**src/hdl/htt_pkg.sv**
```systemverilog
// Shared types and constants for the HTML tag tokenizer.
package htt_pkg;

  // Tokenizer states.
  typedef enum logic [4:0] {
    S_DATA, S_AMP, S_LT, S_LT_SLASH, S_TNAME, S_PRE_ANAME, S_ANAME,
    S_POST_ANAME, S_PRE_AVAL, S_AVAL_DQ, S_AVAL_SQ, S_AVAL_UNQ,
    S_POST_AVAL_Q, S_SLASH, S_BANG, S_DT_MATCH, S_DT_BODY, S_SKIP
  } state_t;

  // Event kinds.
  localparam logic [3:0] EV_TEXT    = 4'd0;
  localparam logic [3:0] EV_START   = 4'd1;
  localparam logic [3:0] EV_NAME    = 4'd2;
  localparam logic [3:0] EV_ANAME   = 4'd3;
  localparam logic [3:0] EV_AVAL    = 4'd4;
  localparam logic [3:0] EV_AEND    = 4'd5;
  localparam logic [3:0] EV_ANOVAL  = 4'd6;
  localparam logic [3:0] EV_END     = 4'd7;
  localparam logic [3:0] EV_DOCTYPE = 4'd8;

  // Tag kinds.
  localparam logic [1:0] K_OPEN  = 2'd0;
  localparam logic [1:0] K_CLOSE = 2'd1;
  localparam logic [1:0] K_SELF  = 2'd2;

  // Reset value of the NUL replacement byte.
  localparam logic [7:0] REPL_RESET = 8'd63;

  // Event queue size; the input stage needs room for two words per byte in flight.
  localparam int unsigned EVQ_DEPTH = 8;
  localparam int unsigned EVQ_AW    = $clog2(EVQ_DEPTH);

  // One event as produced by a pass.
  typedef struct packed {
    logic [3:0] kind;
    logic [7:0] ch;
    logic [1:0] tk;
  } ev_t;

  // One event word in the queue.
  typedef struct packed {
    ev_t  ev;
    logic last;
  } qent_t;

  // Result of one tokenizer pass over a byte.
  typedef struct packed {
    state_t     nstate;
    logic [1:0] ntk;
    logic [2:0] nkidx;
    logic       redo;
    logic [1:0] cnt;
    ev_t        ev0;
    ev_t        ev1;
  } pass_t;

endpackage

```
**src/hdl/html_tag_tokenizer.sv**
```systemverilog
// Top level of the HTML tag tokenizer: input stage, two tokenizer passes, event queue.
//
//  channel | dir | handshake            | payload
//  --------+-----+----------------------+-------------------------------------------
//  in_     | in  | in_tvalid/in_tready  | tdata: in_byte
//  out_    | out | out_tvalid/out_tready| tuser: event_kind; tdata: event_char,
//          |     |                      | tag_kind; tlast: last
//  cfg_    | in  | cfg_valid/cfg_ready  | cfg_data: replacement_char
//
// A byte is held in the input register and tokenized combinationally from it; its
// words are then written into the event queue, whose head word drives out_.
// A byte is accepted every cycle while the eight-word event queue holds four words or
// fewer; each byte makes zero to two words and the output drains one word per cycle
// while out_tready is high. Reset clears the tokenizer state, the queue and the
// replacement byte (to '?'). Stalls on out_ only fill the queue; in_tready drops once
// it passes four words.
module html_tag_tokenizer (
  input  logic        clk,
  input  logic        rst_n,
  input  logic        in_tvalid,
  output logic        in_tready,
  input  logic [7:0]  in_tdata,    // [7:0] in_byte
  output logic        out_tvalid,
  input  logic        out_tready,
  output logic [15:0] out_tdata,   // [7:0] event_char, [9:8] tag_kind, [15:10] zero
  output logic [3:0]  out_tuser,   // [3:0] event_kind
  output logic        out_tlast,
  input  logic        cfg_valid,
  output logic        cfg_ready,
  input  logic [7:0]  cfg_data
);

  htt_pkg::state_t st_r;
  htt_pkg::state_t st_nxt;
  logic [1:0]      tk_r;
  logic [1:0]      tk_nxt;
  logic [2:0]      kidx_r;
  logic [2:0]      kidx_nxt;
  logic [7:0]      repl_r;
  logic [7:0]      byte_r;
  logic            vld_r;
  logic            room;
  htt_pkg::pass_t  p0;
  htt_pkg::pass_t  p1;
  logic [1:0]      push_cnt;
  htt_pkg::ev_t    ea;
  htt_pkg::ev_t    eb;
  logic [1:0]      n_ev;
  htt_pkg::qent_t  push0;
  htt_pkg::qent_t  push1;
  htt_pkg::qent_t  head;

  assign in_tready = room;
  assign cfg_ready = 1'b1;

  // Input register and configuration register.
  always_ff @(posedge clk) begin
    if (!rst_n) begin
      vld_r  <= 1'b0;
      repl_r <= htt_pkg::REPL_RESET;
    end else begin
      vld_r <= in_tvalid && in_tready;
      if (cfg_valid) repl_r <= cfg_data;
    end
  end

  always_ff @(posedge clk) begin
    if (in_tvalid && in_tready) byte_r <= in_tdata;
  end

  // First pass on the current state, second pass for bytes that are handled again.
  htt_pass u_pass0 (
    .st   (st_r),
    .tk   (tk_r),
    .kidx (kidx_r),
    .b    (byte_r),
    .repl (repl_r),
    .res  (p0)
  );

  htt_pass u_pass1 (
    .st   (p0.nstate),
    .tk   (p0.ntk),
    .kidx (p0.nkidx),
    .b    (byte_r),
    .repl (repl_r),
    .res  (p1)
  );

  // Merge the events of both passes, at most two words per byte.
  always_comb begin
    ea   = p0.ev0;
    eb   = p0.ev1;
    n_ev = p0.cnt;
    if (p0.redo) begin
      unique case (p0.cnt)
        2'd0: begin
          ea   = p1.ev0;
          eb   = p1.ev1;
          n_ev = p1.cnt;
        end
        2'd1: begin
          eb   = p1.ev0;
          n_ev = (p1.cnt != 2'd0) ? 2'd2 : 2'd1;
        end
        default: begin
          n_ev = 2'd2;
        end
      endcase
    end
  end

  always_comb begin
    push0.ev   = ea;
    push0.last = (n_ev == 2'd1);
    push1.ev   = eb;
    push1.last = 1'b1;
    push_cnt   = vld_r ? n_ev : 2'd0;
    if (p0.redo) begin
      st_nxt   = p1.nstate;
      tk_nxt   = p1.ntk;
      kidx_nxt = p1.nkidx;
    end else begin
      st_nxt   = p0.nstate;
      tk_nxt   = p0.ntk;
      kidx_nxt = p0.nkidx;
    end
  end

  // Tokenizer state register.
  always_ff @(posedge clk) begin
    if (!rst_n) begin
      st_r   <= htt_pkg::S_DATA;
      tk_r   <= htt_pkg::K_OPEN;
      kidx_r <= 3'd0;
    end else if (vld_r) begin
      st_r   <= st_nxt;
      tk_r   <= tk_nxt;
      kidx_r <= kidx_nxt;
    end
  end

  htt_evq u_evq (
    .clk       (clk),
    .rst_n     (rst_n),
    .push_cnt  (push_cnt),
    .push0     (push0),
    .push1     (push1),
    .room      (room),
    .pop_valid (out_tvalid),
    .pop_ready (out_tready),
    .head      (head)
  );

  assign out_tdata = {6'd0, head.ev.tk, head.ev.ch};
  assign out_tuser = head.ev.kind;
  assign out_tlast = head.last;

endmodule

```
**src/hdl/htt_pass.sv**
```systemverilog
// One pass of the tokenizer state machine over a single byte.
module htt_pass (
  input  htt_pkg::state_t st,
  input  logic [1:0]      tk,
  input  logic [2:0]      kidx,
  input  logic [7:0]      b,
  input  logic [7:0]      repl,
  output htt_pkg::pass_t  res
);

  localparam logic [7:0] CH_AMP  = 8'h26;
  localparam logic [7:0] CH_LT   = 8'h3C;
  localparam logic [7:0] CH_GT   = 8'h3E;
  localparam logic [7:0] CH_SL   = 8'h2F;
  localparam logic [7:0] CH_EQ   = 8'h3D;
  localparam logic [7:0] CH_BANG = 8'h21;
  localparam logic [7:0] CH_QM   = 8'h3F;
  localparam logic [7:0] CH_DQ   = 8'h22;
  localparam logic [7:0] CH_SQ   = 8'h27;
  localparam logic [7:0] CH_D    = 8'h64;
  localparam logic [2:0] DT_LEN  = 3'd6;

  function automatic htt_pkg::ev_t mk(input logic [3:0] k, input logic [7:0] c,
                                      input logic [1:0] t);
    htt_pkg::ev_t e;
    e.kind = k;
    e.ch   = c;
    e.tk   = t;
    return e;
  endfunction

  // Letters of the doctype keyword after the leading d.
  function automatic logic [7:0] dt_char(input logic [2:0] i);
    logic [7:0] c;
    unique case (i)
      3'd0:    c = 8'h6F;
      3'd1:    c = 8'h63;
      3'd2:    c = 8'h74;
      3'd3:    c = 8'h79;
      3'd4:    c = 8'h70;
      3'd5:    c = 8'h65;
      default: c = 8'h00;
    endcase
    return c;
  endfunction

  logic       ws;
  logic       alpha;
  logic [7:0] lower;
  logic [7:0] name_c;
  logic [7:0] val_c;
  logic [2:0] kidx_inc;

  // Character classes of the current byte.
  assign ws       = (b == 8'd32) || (b >= 8'd9 && b <= 8'd13);
  assign alpha    = (b >= 8'h41 && b <= 8'h5A) || (b >= 8'h61 && b <= 8'h7A);
  assign lower    = (b >= 8'h41 && b <= 8'h5A) ? b + 8'd32 : b;
  assign name_c   = (b == 8'd0) ? repl : lower;
  assign val_c    = (b == 8'd0) ? repl : b;
  assign kidx_inc = kidx + 3'd1;

  // State transition and event generation.
  always_comb begin
    res        = '0;
    res.nstate = st;
    res.ntk    = tk;
    res.nkidx  = kidx;
    unique case (st)
      htt_pkg::S_DATA: begin
        if (b == CH_AMP) res.nstate = htt_pkg::S_AMP;
        else if (b == CH_LT) res.nstate = htt_pkg::S_LT;
        else begin
          res.ev0 = mk(htt_pkg::EV_TEXT, b, htt_pkg::K_OPEN);
          res.cnt = 2'd1;
        end
      end
      htt_pkg::S_AMP: begin
        res.ev0    = mk(htt_pkg::EV_TEXT, CH_AMP, htt_pkg::K_OPEN);
        res.ev1    = mk(htt_pkg::EV_TEXT, b, htt_pkg::K_OPEN);
        res.cnt    = 2'd2;
        res.nstate = htt_pkg::S_DATA;
      end
      htt_pkg::S_LT: begin
        if (alpha) begin
          res.ntk    = htt_pkg::K_OPEN;
          res.ev0    = mk(htt_pkg::EV_START, 8'd0, htt_pkg::K_OPEN);
          res.ev1    = mk(htt_pkg::EV_NAME, lower, htt_pkg::K_OPEN);
          res.cnt    = 2'd2;
          res.nstate = htt_pkg::S_TNAME;
        end else if (b == CH_BANG) res.nstate = htt_pkg::S_BANG;
        else if (b == CH_SL) res.nstate = htt_pkg::S_LT_SLASH;
        else if (b == CH_QM) res.nstate = htt_pkg::S_SKIP;
        else begin
          // Stray less-than: emit it as text and run the byte again as text.
          res.ev0    = mk(htt_pkg::EV_TEXT, CH_LT, htt_pkg::K_OPEN);
          res.cnt    = 2'd1;
          res.nstate = htt_pkg::S_DATA;
          res.redo   = 1'b1;
        end
      end
      htt_pkg::S_LT_SLASH: begin
        if (alpha) begin
          res.ntk    = htt_pkg::K_CLOSE;
          res.ev0    = mk(htt_pkg::EV_START, 8'd0, htt_pkg::K_CLOSE);
          res.ev1    = mk(htt_pkg::EV_NAME, lower, htt_pkg::K_OPEN);
          res.cnt    = 2'd2;
          res.nstate = htt_pkg::S_TNAME;
        end else if (b == CH_GT) res.nstate = htt_pkg::S_DATA;
        else res.nstate = htt_pkg::S_SKIP;
      end
      htt_pkg::S_TNAME: begin
        if (ws) res.nstate = htt_pkg::S_PRE_ANAME;
        else if (b == CH_SL) res.nstate = htt_pkg::S_SLASH;
        else if (b == CH_GT) begin
          res.ev0    = mk(htt_pkg::EV_END, 8'd0, tk);
          res.cnt    = 2'd1;
          res.nstate = htt_pkg::S_DATA;
        end else begin
          res.ev0 = mk(htt_pkg::EV_NAME, name_c, htt_pkg::K_OPEN);
          res.cnt = 2'd1;
        end
      end
      htt_pkg::S_PRE_ANAME: begin
        if (ws) res.nstate = htt_pkg::S_PRE_ANAME;
        else if (b == CH_SL) res.nstate = htt_pkg::S_SLASH;
        else if (b == CH_GT) begin
          res.ev0    = mk(htt_pkg::EV_END, 8'd0, tk);
          res.cnt    = 2'd1;
          res.nstate = htt_pkg::S_DATA;
        end else begin
          res.ev0    = mk(htt_pkg::EV_ANAME, name_c, htt_pkg::K_OPEN);
          res.cnt    = 2'd1;
          res.nstate = htt_pkg::S_ANAME;
        end
      end
      htt_pkg::S_ANAME: begin
        if (ws) res.nstate = htt_pkg::S_POST_ANAME;
        else if (b == CH_SL) begin
          res.ev0    = mk(htt_pkg::EV_ANOVAL, 8'd0, htt_pkg::K_OPEN);
          res.cnt    = 2'd1;
          res.nstate = htt_pkg::S_SLASH;
        end else if (b == CH_EQ) res.nstate = htt_pkg::S_PRE_AVAL;
        else if (b == CH_GT) begin
          res.ev0    = mk(htt_pkg::EV_ANOVAL, 8'd0, htt_pkg::K_OPEN);
          res.ev1    = mk(htt_pkg::EV_END, 8'd0, tk);
          res.cnt    = 2'd2;
          res.nstate = htt_pkg::S_DATA;
        end else begin
          res.ev0 = mk(htt_pkg::EV_ANAME, name_c, htt_pkg::K_OPEN);
          res.cnt = 2'd1;
        end
      end
      htt_pkg::S_POST_ANAME: begin
        if (ws) res.nstate = htt_pkg::S_POST_ANAME;
        else if (b == CH_EQ) res.nstate = htt_pkg::S_PRE_AVAL;
        else begin
          // Any other byte closes the attribute without a value first.
          res.ev0 = mk(htt_pkg::EV_ANOVAL, 8'd0, htt_pkg::K_OPEN);
          res.cnt = 2'd1;
          if (b == CH_SL) res.nstate = htt_pkg::S_SLASH;
          else if (b == CH_GT) begin
            res.ev1    = mk(htt_pkg::EV_END, 8'd0, tk);
            res.cnt    = 2'd2;
            res.nstate = htt_pkg::S_DATA;
          end else begin
            res.ev1    = mk(htt_pkg::EV_ANAME, name_c, htt_pkg::K_OPEN);
            res.cnt    = 2'd2;
            res.nstate = htt_pkg::S_ANAME;
          end
        end
      end
      htt_pkg::S_PRE_AVAL: begin
        if (ws) res.nstate = htt_pkg::S_PRE_AVAL;
        else if (b == CH_DQ) res.nstate = htt_pkg::S_AVAL_DQ;
        else if (b == CH_SQ) res.nstate = htt_pkg::S_AVAL_SQ;
        else if (b == CH_GT) begin
          res.ev0    = mk(htt_pkg::EV_ANOVAL, 8'd0, htt_pkg::K_OPEN);
          res.ev1    = mk(htt_pkg::EV_END, 8'd0, tk);
          res.cnt    = 2'd2;
          res.nstate = htt_pkg::S_DATA;
        end else begin
          res.ev0    = mk(htt_pkg::EV_AVAL, val_c, htt_pkg::K_OPEN);
          res.cnt    = 2'd1;
          res.nstate = htt_pkg::S_AVAL_UNQ;
        end
      end
      htt_pkg::S_AVAL_DQ: begin
        if (b == CH_DQ) res.nstate = htt_pkg::S_POST_AVAL_Q;
        else begin
          res.ev0 = mk(htt_pkg::EV_AVAL, val_c, htt_pkg::K_OPEN);
          res.cnt = 2'd1;
        end
      end
      htt_pkg::S_AVAL_SQ: begin
        if (b == CH_SQ) res.nstate = htt_pkg::S_POST_AVAL_Q;
        else begin
          res.ev0 = mk(htt_pkg::EV_AVAL, val_c, htt_pkg::K_OPEN);
          res.cnt = 2'd1;
        end
      end
      htt_pkg::S_AVAL_UNQ: begin
        if (ws) begin
          res.ev0    = mk(htt_pkg::EV_AEND, 8'd0, htt_pkg::K_OPEN);
          res.cnt    = 2'd1;
          res.nstate = htt_pkg::S_PRE_ANAME;
        end else if (b == CH_GT) begin
          res.ev0    = mk(htt_pkg::EV_AEND, 8'd0, htt_pkg::K_OPEN);
          res.ev1    = mk(htt_pkg::EV_END, 8'd0, tk);
          res.cnt    = 2'd2;
          res.nstate = htt_pkg::S_DATA;
        end else begin
          res.ev0 = mk(htt_pkg::EV_AVAL, val_c, htt_pkg::K_OPEN);
          res.cnt = 2'd1;
        end
      end
      htt_pkg::S_POST_AVAL_Q: begin
        res.ev0 = mk(htt_pkg::EV_AEND, 8'd0, htt_pkg::K_OPEN);
        res.cnt = 2'd1;
        if (ws) res.nstate = htt_pkg::S_PRE_ANAME;
        else if (b == CH_SL) res.nstate = htt_pkg::S_SLASH;
        else if (b == CH_GT) begin
          res.ev1    = mk(htt_pkg::EV_END, 8'd0, tk);
          res.cnt    = 2'd2;
          res.nstate = htt_pkg::S_DATA;
        end else begin
          res.nstate = htt_pkg::S_PRE_ANAME;
          res.redo   = 1'b1;
        end
      end
      htt_pkg::S_SLASH: begin
        if (b == CH_GT) begin
          res.ntk    = htt_pkg::K_SELF;
          res.ev0    = mk(htt_pkg::EV_END, 8'd0, htt_pkg::K_SELF);
          res.cnt    = 2'd1;
          res.nstate = htt_pkg::S_DATA;
        end else begin
          res.nstate = htt_pkg::S_PRE_ANAME;
          res.redo   = 1'b1;
        end
      end
      htt_pkg::S_BANG: begin
        if (lower == CH_D) begin
          res.nkidx  = 3'd0;
          res.nstate = htt_pkg::S_DT_MATCH;
        end else if (b == CH_GT) res.nstate = htt_pkg::S_DATA;
        else res.nstate = htt_pkg::S_SKIP;
      end
      htt_pkg::S_DT_MATCH: begin
        if (kidx < DT_LEN && lower == dt_char(kidx)) begin
          if (kidx_inc >= DT_LEN) begin
            res.nkidx  = 3'd0;
            res.nstate = htt_pkg::S_DT_BODY;
          end else begin
            res.nkidx = kidx_inc;
          end
        end else begin
          // Mismatch: this byte starts the skip to the closing bracket.
          res.nkidx  = 3'd0;
          res.nstate = htt_pkg::S_SKIP;
          res.redo   = 1'b1;
        end
      end
      htt_pkg::S_DT_BODY: begin
        if (b == CH_GT) begin
          res.ev0    = mk(htt_pkg::EV_DOCTYPE, 8'd0, htt_pkg::K_OPEN);
          res.cnt    = 2'd1;
          res.nstate = htt_pkg::S_DATA;
        end
      end
      htt_pkg::S_SKIP: begin
        if (b == CH_GT) res.nstate = htt_pkg::S_DATA;
      end
      default: begin
        res.nstate = htt_pkg::S_DATA;
        res.redo   = 1'b1;
      end
    endcase
  end

endmodule

```
**src/hdl/htt_evq.sv**
```systemverilog
// Event queue between the tokenizer step and the result channel.
module htt_evq (
  input  logic              clk,
  input  logic              rst_n,
  input  logic [1:0]        push_cnt,
  input  htt_pkg::qent_t    push0,
  input  htt_pkg::qent_t    push1,
  output logic              room,
  output logic              pop_valid,
  input  logic              pop_ready,
  output htt_pkg::qent_t    head
);

  localparam int unsigned AW = htt_pkg::EVQ_AW;
  localparam int unsigned CW = AW + 1;

  htt_pkg::qent_t mem_r [htt_pkg::EVQ_DEPTH];
  logic [AW-1:0]  wr_r;
  logic [AW-1:0]  wr_nxt;
  logic [AW-1:0]  rd_r;
  logic [AW-1:0]  rd_nxt;
  logic [CW-1:0]  cnt_r;
  logic [CW-1:0]  cnt_nxt;
  logic           pop;

  assign pop       = pop_valid && pop_ready;
  assign pop_valid = (cnt_r != '0);
  assign head      = mem_r[rd_r];
  // Room for two words from the byte in the input stage and two from a new byte.
  assign room      = (cnt_r <= CW'(htt_pkg::EVQ_DEPTH - 4));

  // Pointer and fill count updates.
  always_comb begin
    wr_nxt  = wr_r + AW'(push_cnt);
    rd_nxt  = rd_r + AW'(pop);
    cnt_nxt = cnt_r + CW'(push_cnt) - CW'(pop);
  end

  always_ff @(posedge clk) begin
    if (!rst_n) begin
      wr_r  <= '0;
      rd_r  <= '0;
      cnt_r <= '0;
    end else begin
      wr_r  <= wr_nxt;
      rd_r  <= rd_nxt;
      cnt_r <= cnt_nxt;
    end
  end

  // Storage writes, up to two words per cycle.
  always_ff @(posedge clk) begin
    if (push_cnt != 2'd0) mem_r[wr_r] <= push0;
    if (push_cnt == 2'd2) mem_r[wr_r + AW'(1)] <= push1;
  end

endmodule

```
**config.mk**
```make
export PLATFORM = sky130hd
export DESIGN_NAME = html_tag_tokenizer
export DESIGN_NICKNAME = d
export VERILOG_FILES = /design/src/hdl/htt_pkg.sv /design/src/hdl/html_tag_tokenizer.sv /design/src/hdl/htt_pass.sv /design/src/hdl/htt_evq.sv
export SDC_FILE = /design/constraint.sdc
export NUM_CORES = 1
export LEC_CHECK = 0
export BUFFER_PORTS_ARGS = -buffer_cell sky130_fd_sc_hd__buf_2
export CORE_MARGIN = 2
export CORE_UTILIZATION = 55
export DETAILED_ROUTE_END_ITERATION = 10
export GPL_TIMING_DRIVEN = 0
export PLACE_DENSITY = 0.74
export RECOVER_POWER = 25
export SYNTH_ARGS = -nofsm -noshare
export SYNTH_HDL_FRONTEND = slang
export SYNTH_HIERARCHICAL = 1
export SYNTH_SLANG_ARGS = --single-unit
```
**constraint.sdc**
```tcl
create_clock -name clk -period 7.15 [get_ports clk]
set_clock_uncertainty 0.2 [all_clocks]
set_input_delay 0.3575 -clock clk [delete_from_list [all_inputs] [get_ports clk]]
set_output_delay 0.3575 -clock clk [all_outputs]
set_load 0.02 [all_outputs]
```
Yosys cells after proc, flatten, opt, wreduce, memory -nomap -nowiden
Memories as Yosys holds them, arrays and structs flattened. A register that Yosys moved wholly into a read port is not among the register bits.
Index checks and enable logic that the tools add are counted.
- memory bits (writable): 120
- memories kept: 1
- bits of input ports: 21
- logic and storage cells: 266
- output and inout port bits: 24
- register bits: 37
- eq/ne operators: 60
- multiplexer cells: 156
- reduce and logical (&&, ||, !) cells: 21
- add/sub/neg operators: 8
- $lt $le $gt $ge: 11
- memory list (name ; words ; bits a word ; read ports ; clocked after Yosys merged registers in ; wr ports ; RTL line ; RTL):
    u_evq.mem_r ; 8 ; 15 ; 1 ; 1 ; 2 ; htt_evq.sv:17 ; htt_pkg::qent_t mem_r [htt_pkg::EVQ_DEPTH];
- operator list (cell ; count):
    $pmux 16 s15 ; 2
    $mux 30 ; 15
    $mux 16 ; 16
    $pmux 14 s8 ; 2
    $mux 5 ; 41
    $pmux 5 s16 ; 2
    $mux 14 ; 11
    $mux 13 ; 10
    $pmux 7 s6 ; 2
    $eq 5x4->1 const B ; 16
    $eq 8x6->1 const B ; 10
    $mux 15 ; 5
    $mux 17 ; 3
    $eq 5x3->1 const B ; 8
    $mux 8 ; 5
    $mux 3 ; 12
    $pmux 14 s2 ; 1
    $mux 2 ; 12
    $eq 5x2->1 const B ; 4
    $eq 5x5->1 const B ; 4
    $eq 8x8->1 ; 2
    $ge 8x7->1 const B ; 2
    $le 8x7->1 const B ; 2
    $reduce_or 14->1 ; 1
    34 further kinds ; 68

Longest topological paths before layout
Gate-level depths: netlist of the first run.
- word-level depth: 18
- mapped depth: 28
- mapped depth without buffers: 26

By module
The synthesis of the first run kept the hierarchy.
- by module, submodules not included (module ; area an instance (sq um) ; instances ; seq. area each (sq um) ; cells each):
    htt_evq ; 6656.4 ; 1 ; 3803.6 ; 388
    htt_pass (u_pass1) ; 2290.9 ; 1 ; 0.0 ; 374
    htt_pass (u_pass0) ; 2135.8 ; 1 ; 0.0 ; 363
    html_tag_tokenizer ; 1640.3 ; 1 ; 620.6 ; 168

Least setup slack after synthesis of the first run
OpenSTA, ideal clock, no wires.
- kind: reg2reg
- from: reg byte_r[2]
- to: mem u_evq/mem_r[1][0] in the netlist's numbering, enable pin
- arrival time: 6.371 ns
- data required time: 6.539 ns
- period minus slack after synthesis: 6.982 ns
- setup time: 0.411 ns
- stages on the path, launching flop included: 21
- path buffers: 2
- setup slack: 0.168 ns
- path through: edfxtp_1 -> or4_4 -> or3_4 -> a41o_1 -> or3b_4 -> a211oi_1 -> o21ai_1 -> o211ai_1 -> buf_2 -> clkbuf_1 -> nor2_1 -> a21oi_1 -> nor3_1 -> nor4_2 -> nand3_1 -> or4_1 -> nor3b_1 -> a31oi_1 -> o32ai_1 -> o21ai_0 -> o31ai_1
- RTL lines (what ; RTL line ; RTL):
    start, declared ; html_tag_tokenizer.sv:40 ; logic [7:0] byte_r;
    start signal, assigned ; html_tag_tokenizer.sv:68 ; if (in_tvalid && in_tready) byte_r <= in_tdata;
    end, declared ; htt_evq.sv:17 ;

==> results of run 1 <==
-- path summary, 6_finish.rpt --
kind                       end  slack, ns
max          u_evq/mem_r[3][1]       0.13
min                  repl_r[6]       0.02
max reg2reg  u_evq/mem_r[3][1]       0.13
min reg2reg          kidx_r[2]       0.29
-- power breakdown --
| part | internal [uW] | leakage (uW) | switching (uW) |
|---|---|---|---|
| logic | 918 | 0.00361 | 1360 |
| clock network | 546 | 0.000312 | 429 |
| registers | 1180 | 0.00142 | 65.4 |
| total | 2640 | 0.00534 | 1850 |
-- registers in the layout, indices dropped and copies added (netlist names) --
register     count
byte_r           8
kidx_r           3
repl_r           8
st_r             5
tk_r             2
u_evq/cnt_r      4
u_evq/mem_r    120
u_evq/rd_r       3
u_evq/wr_r       3
vld_r            1
-- per-layer routing --
layer | vias up | share of wire | routed length (um)
met2 | 763 | 0.45 | 18500
li1 | 5145 | - | -
met1 | 5630 | 0.41 | 16700
met5 | - | 0.00029 | 12
met4 | 2 | 0.034 | 1400
met3 | 123 | 0.11 | 4330
-- stage by stage --
| step | area, sq um | total power, uW | std cells | utilization | hold WS, ns |
|---|---|---|---|---|---|
| 3_3_place_gp | 13300 | 3320 | 1624 | 0.587 | 0.266 |
| 6_report | 14500 | 4490 | 1694 | 0.640 | 0.0190 |
| 4_1_cts | 14400 | 4410 | 1692 | 0.636 | 0.0113 |
| 3_5_place_dp | 13400 | 3380 | 1631 | 0.594 | 0.273 |
| 2_1_floorplan | 12800 | 2810 | 1303 | - | 0.252 |
| 5_1_grt | 14500 | 4690 | 1694 | 0.640 | 0.0246 |
-- area by class of cell --
| type | count | area [sq um] |
|---|---|---|
| tap | 285 | 357 |
| sequential | 157 | 4420 |
| multi-input combinational | 1010 | 7880 |
| timing repair buffer | 75 | 556 |
| inverter | 37 | 139 |
| buffer | 98 | 512 |
| clock buffer | 18 | 439 |
| clock inverter | 14 | 194 |
| fill | 1813 | 8150 |
-- worst max-delay path, cell delays in order (launching register included) --
cell and delay (ns):
edfxtp_1 0.50, or4_4 0.60, or3_4 0.37, a41o_1 0.33
or3b_4 0.42, a211oi_1 0.23, o21ai_1 0.20, o211ai_1 0.31
buf_4 0.26, clkbuf_2 0.23, nor2_1 0.10, a21oi_1 0.18
nor3_1 0.07, nor4_2 0.24, nand3_1 0.13, or4_4 0.50
nor3b_1 0.27, a31oi_2 0.09, o32ai_4 0.36, and4bb_2 0.31
nand2_2 0.19, buf_4 0.28, o21ai_4 0.17, buf_8 0.22
-- repair_timing --
action	4_1_cts	5_1_grt
gates resized for setup	14	23
hold buffers	16	0
pin swaps	2	1
buffers inserted	13	3
endpoints found under the hold margin	16	0
endpoints found under the setup margin	245	242
==> results.yml, run 1 <==
timing:
  drv_slew: 0
  setup_tns_ns: 0
  worst_slack_ns: 0.133
  fmax_mhz: 143
  worst_slew_pin_slew_ns: 1.18
  final_hold_viol_count: 0
  fin_crit_ns: 7.02
  fin_crit_sh: 0.981
  slew_headroom: 0.202
  setup_violations: 0
  grt_setup_unrepaired: "yes"
clock_tree:
  insertion_delay_ns: 0.43
  cts.clk_slew.worst_paths_ns: 0.07
  cts_tree: "yes"
  cts-root-buf: "clkbuf_16"
  h-tree-depth: 4
  cts_sinks: 157
  cts.path.max_buffers: 2
  cts_buffers: 17
critical_path:
  arrival_ns: 7.01
  cp-start-kind: "flop"
  reg2reg_from: "byte_r[0]"
  reg2reg_depth: 23
  crit_start: "byte_r[0]"
  critical_path_peak_fanout: 10
  required_ns: 7.14
  critical_path_class: "reg -> reg"
  cp-end-kind: "flop"
cells_and_area:
  mostFrequentLayoutCell: "mux2_2"
  nets: 1442
  final_cell_mix: "mux2_2, edfxtp_1, nand2_1"
  area_growth_pct: 14.1
  final_layout_size_suffix_gt1_frac: 0.268
  num_antenna_cells: 0
place:
  io_buffers: 36
  gp_congestion: 1.03
  place_hpwl_mm: 29.2
  pre_cts_slack_ns: -1.34
floorplanning:
  fp.dieH_um: 156
  dieArea_sq_um: 24300
  ios: 45
  die_width_um: 156
  coreArea_sq_um: 22600
  start_util: 0.561
  num_rows: 55
grt:
  use_met1: 0.466
  grt.busiest_layer: "met2"
  antenna_found_initial: 1
  grt_max_degree: 18
  met2_usage: 0.517
  grt_overflow_total: 0
  grt_pass1_wl_mm: 62.3
  track_usage: 0.334
  grtUsageMet3: 0.0586
  grt_pass1_vias: 10876
routing:
  ant_nets: 0
  num_vias: 11663
  wire_per_inst_um: 24.2
  drt_wl_total_mm: 41.0
  drc: 0
  drt-pass1-iter-count: 6
  viasPerCell: 6.88
  drt-initial-drc-count: 1376
min_path:
  hold_start: "cfg_data[6]"
  holdPathStages: 3
  hold_path.class: "in -> reg"
run_status:
  status: "complete, no violations"
logic_synthesis:
  avgSynthCellArea_sq_um: 9.85
  netlist_area_sq_um: 12700
  ys.warnings.count: 6
  netlist_instances: 1290
power:
  power.density_nw_per_um2: 310
  p_leak_uw: 0.00534
  ir_worst_vdd_mv: 0.192
flow_run:
  drv_cap: 0
(Power assumes the default switching activity.)
==> inputs of run 2 (changes only) <==
Settings changed: CELL_PAD_IN_SITES_DETAIL_PLACEMENT set to 0, CELL_PAD_IN_SITES_GLOBAL_PLACEMENT set to 1, CORE_UTILIZATION 55 to 46, PLACE_DENSITY 0.74 to 0.77.
==> results.yml, run 2 (same netlist as run 1, synthesis figures left out) <==
critical_path:
  path_delay_family: "simple AND/OR/NAND/NOR gates"
  arrival_ns: 6.84
  cpPeakStageDelay_ns: 0.61
  required_ns: 7.09
  cp-end-kind: "flop"
  critical_path_peak_fanout: 10
  critical_path_class: "reg -> reg"
  cp-start-kind: "flop"
  critPathSlowestCell: "or4_4"
  cp.buffers_inverters: 4
  worstPathCellList: "or4_4 -> or3_4 -> a41o_1 -> or3b_4 -> a211oi_1 -> o21ai_1 -> nand2_2 -> clkbuf_2 -> nand3b_1 -> or2_2 -> nor3_1 -> o21ai_0 -> a21oi_1 -> or4_4 -> a31oi_1 -> o32ai_4 -> buf_4 -> nor4b_2 -> nand2_2 -> buf_4 -> o21ai_4 -> buf_8"
routing:
  viasPerCell: 6.52
  drc: 0
  num_vias: 11420
  drt-initial-drc-count: 1378
  drt-pass1-iter-count: 5
  drt_wl_total_mm: 42.1
  wire_per_inst_um: 24.0
  ant_nets: 0
place:
  placedInstanceArea_sq_um: 13500
  gp_congestion: 0.970
  io_buffers: 36
  place_hpwl_mm: 30.8
cells_and_area:
  final_layout_size_suffix_gt1_frac: 0.277
  largest_reg_flops: 120
  num_antenna_cells: 0
  nets: 1444
  mostFrequentLayoutCell: "mux2_2"
  area_growth_pct: 14.8
  biggestRegsByFlops: "u_evq/mem_r: 120 flops, byte_r: 8 flops, repl_r: 8 flops"
  nFillCells: 2472
  design_area_sq_um: 14600
  largest_register: "u_evq/mem_r"
  final_cell_mix: "mux2_2, edfxtp_1, nand2_1"
clock_tree:
  cts_buffers: 17
  cts_tree: "yes"
  cts-root-buf: "clkbuf_16"
  h-tree-depth: 4
  cts.path.max_buffers: 2
  insertion_delay_ns: 0.43
  cts_sinks: 157
  cts.clk_slew.worst_paths_ns: 0.07
floorplanning:
  die_width_um: 170
  dieArea_sq_um: 29000
  start_util: 0.470
  coreArea_sq_um: 27000
  fp.dieH_um: 170
  num_rows: 60
  ios: 45
timing:
  fin_crit_ns: 6.90
  fmax_mhz: 145
  setup_violations: 0
  slew_headroom: 0.223
  setup_tns_ns: 0
  fin_crit_sh: 0.966
  final_hold_viol_count: 0
  worst_slew_pin_slew_ns: 1.16
  drv_slew: 0
grt:
  antenna_found_initial: 0
  grt_overflow_total: 0
  grt_pass1_wl_mm: 65.0
  grt_pass1_vias: 10887
  track_usage: 0.294
  grt_max_degree: 19
power:
  power.density_nw_per_um2: 308
  p_leak_uw: 0.00536
  ir_worst_vdd_mv: 0.143
run_status:
  status: "complete, no violations"
flow_run:
  drv_cap: 0
min_path:
  hold_path.class: "in -> reg"
## run 2: per-stage QoR
| step | setup WS [ns] | utilization | total power [uW] | hold WS [ns] | std cells |
|---|---|---|---|---|---|
| floorplan | 0.168 | - | 2810 | 0.252 | 1303 |
| global placement | -2.60 | 0.494 | 3360 | 0.264 | 1680 |
| detailed placement | -1.42 | 0.500 | 3400 | 0.271 | 1687 |
| CTS | -0.0136 | 0.536 | 4440 | 0.00462 | 1747 |
| global route | -0.0114 | 0.540 | 4720 | 0.0339 | 1752 |
| finish | 0.246 | 0.540 | 4500 | 0.00854 | 1752 |
## run 2: path summary, 6_finish.rpt
| check | end | cells past startpoint | slack (ns) | from |
|---|---|---|---|---|
| setup / recovery | u_evq/mem_r[5][7] | 22 | 0.25 | byte_r[0] |
| hold / removal | repl_r[6] | 3 | 0.009 | cfg_data[6] |
| setup reg to reg | u_evq/mem_r[5][7] | 22 | 0.25 | byte_r[0] |
| hold reg to reg | kidx_r[2] | 1 | 0.29 | kidx_r[2] |
## run 2: worst reg2reg max path, delay by kind of cell, from the launching register on
| kind | cells | cell delay (ns) |
|---|---|---|
| AOI/OAI and AO/OA | 8 | 1.74 |
| DFF | 1 | 0.50 |
| buffers and inverters | 4 | 0.92 |
| and+or+nand+nor | 10 | 3.26 |
## run 2: final cells by class
cell class	instances	area, sq um	area share
clock buffers	17	425	0.0292
flip-flops and latches	157	4420	0.303
plain buffers	98	514	0.0353
well taps	341	427	0.0293
clock inverters	15	213	0.0146
inverters	37	139	0.00952
repair buffers	77	563	0.0386
multi-input cells	1010	7880	0.540
## run 2: power breakdown
group / switching, uW / internal [uW] / total, uW
Combinational: 1350 / 921 / 2270
Sequential: 69.1 / 1180 / 1250
Clock: 441 / 541 / 982
Total: 1860 / 2640 / 4500
## run 2: per-layer routing
layer  vias up  GRT usage  share of wire
met3        79     0.0388          0.087
met4         0     0.0650          0.020
met1      5572      0.422           0.44
li1       5143          -              -
met2       626      0.474           0.46
met5         -          0              0
## run 2: what timing repair did
action / 4_1_cts / 5_1_grt
pin swaps: 3 / 4
buffers inserted: 13 / 6
setup endpoints to repair: 247 / 232
hold buffers: 15 / 0
resized for setup: 19 / 28
endpoints found under the hold margin: 15 / 0
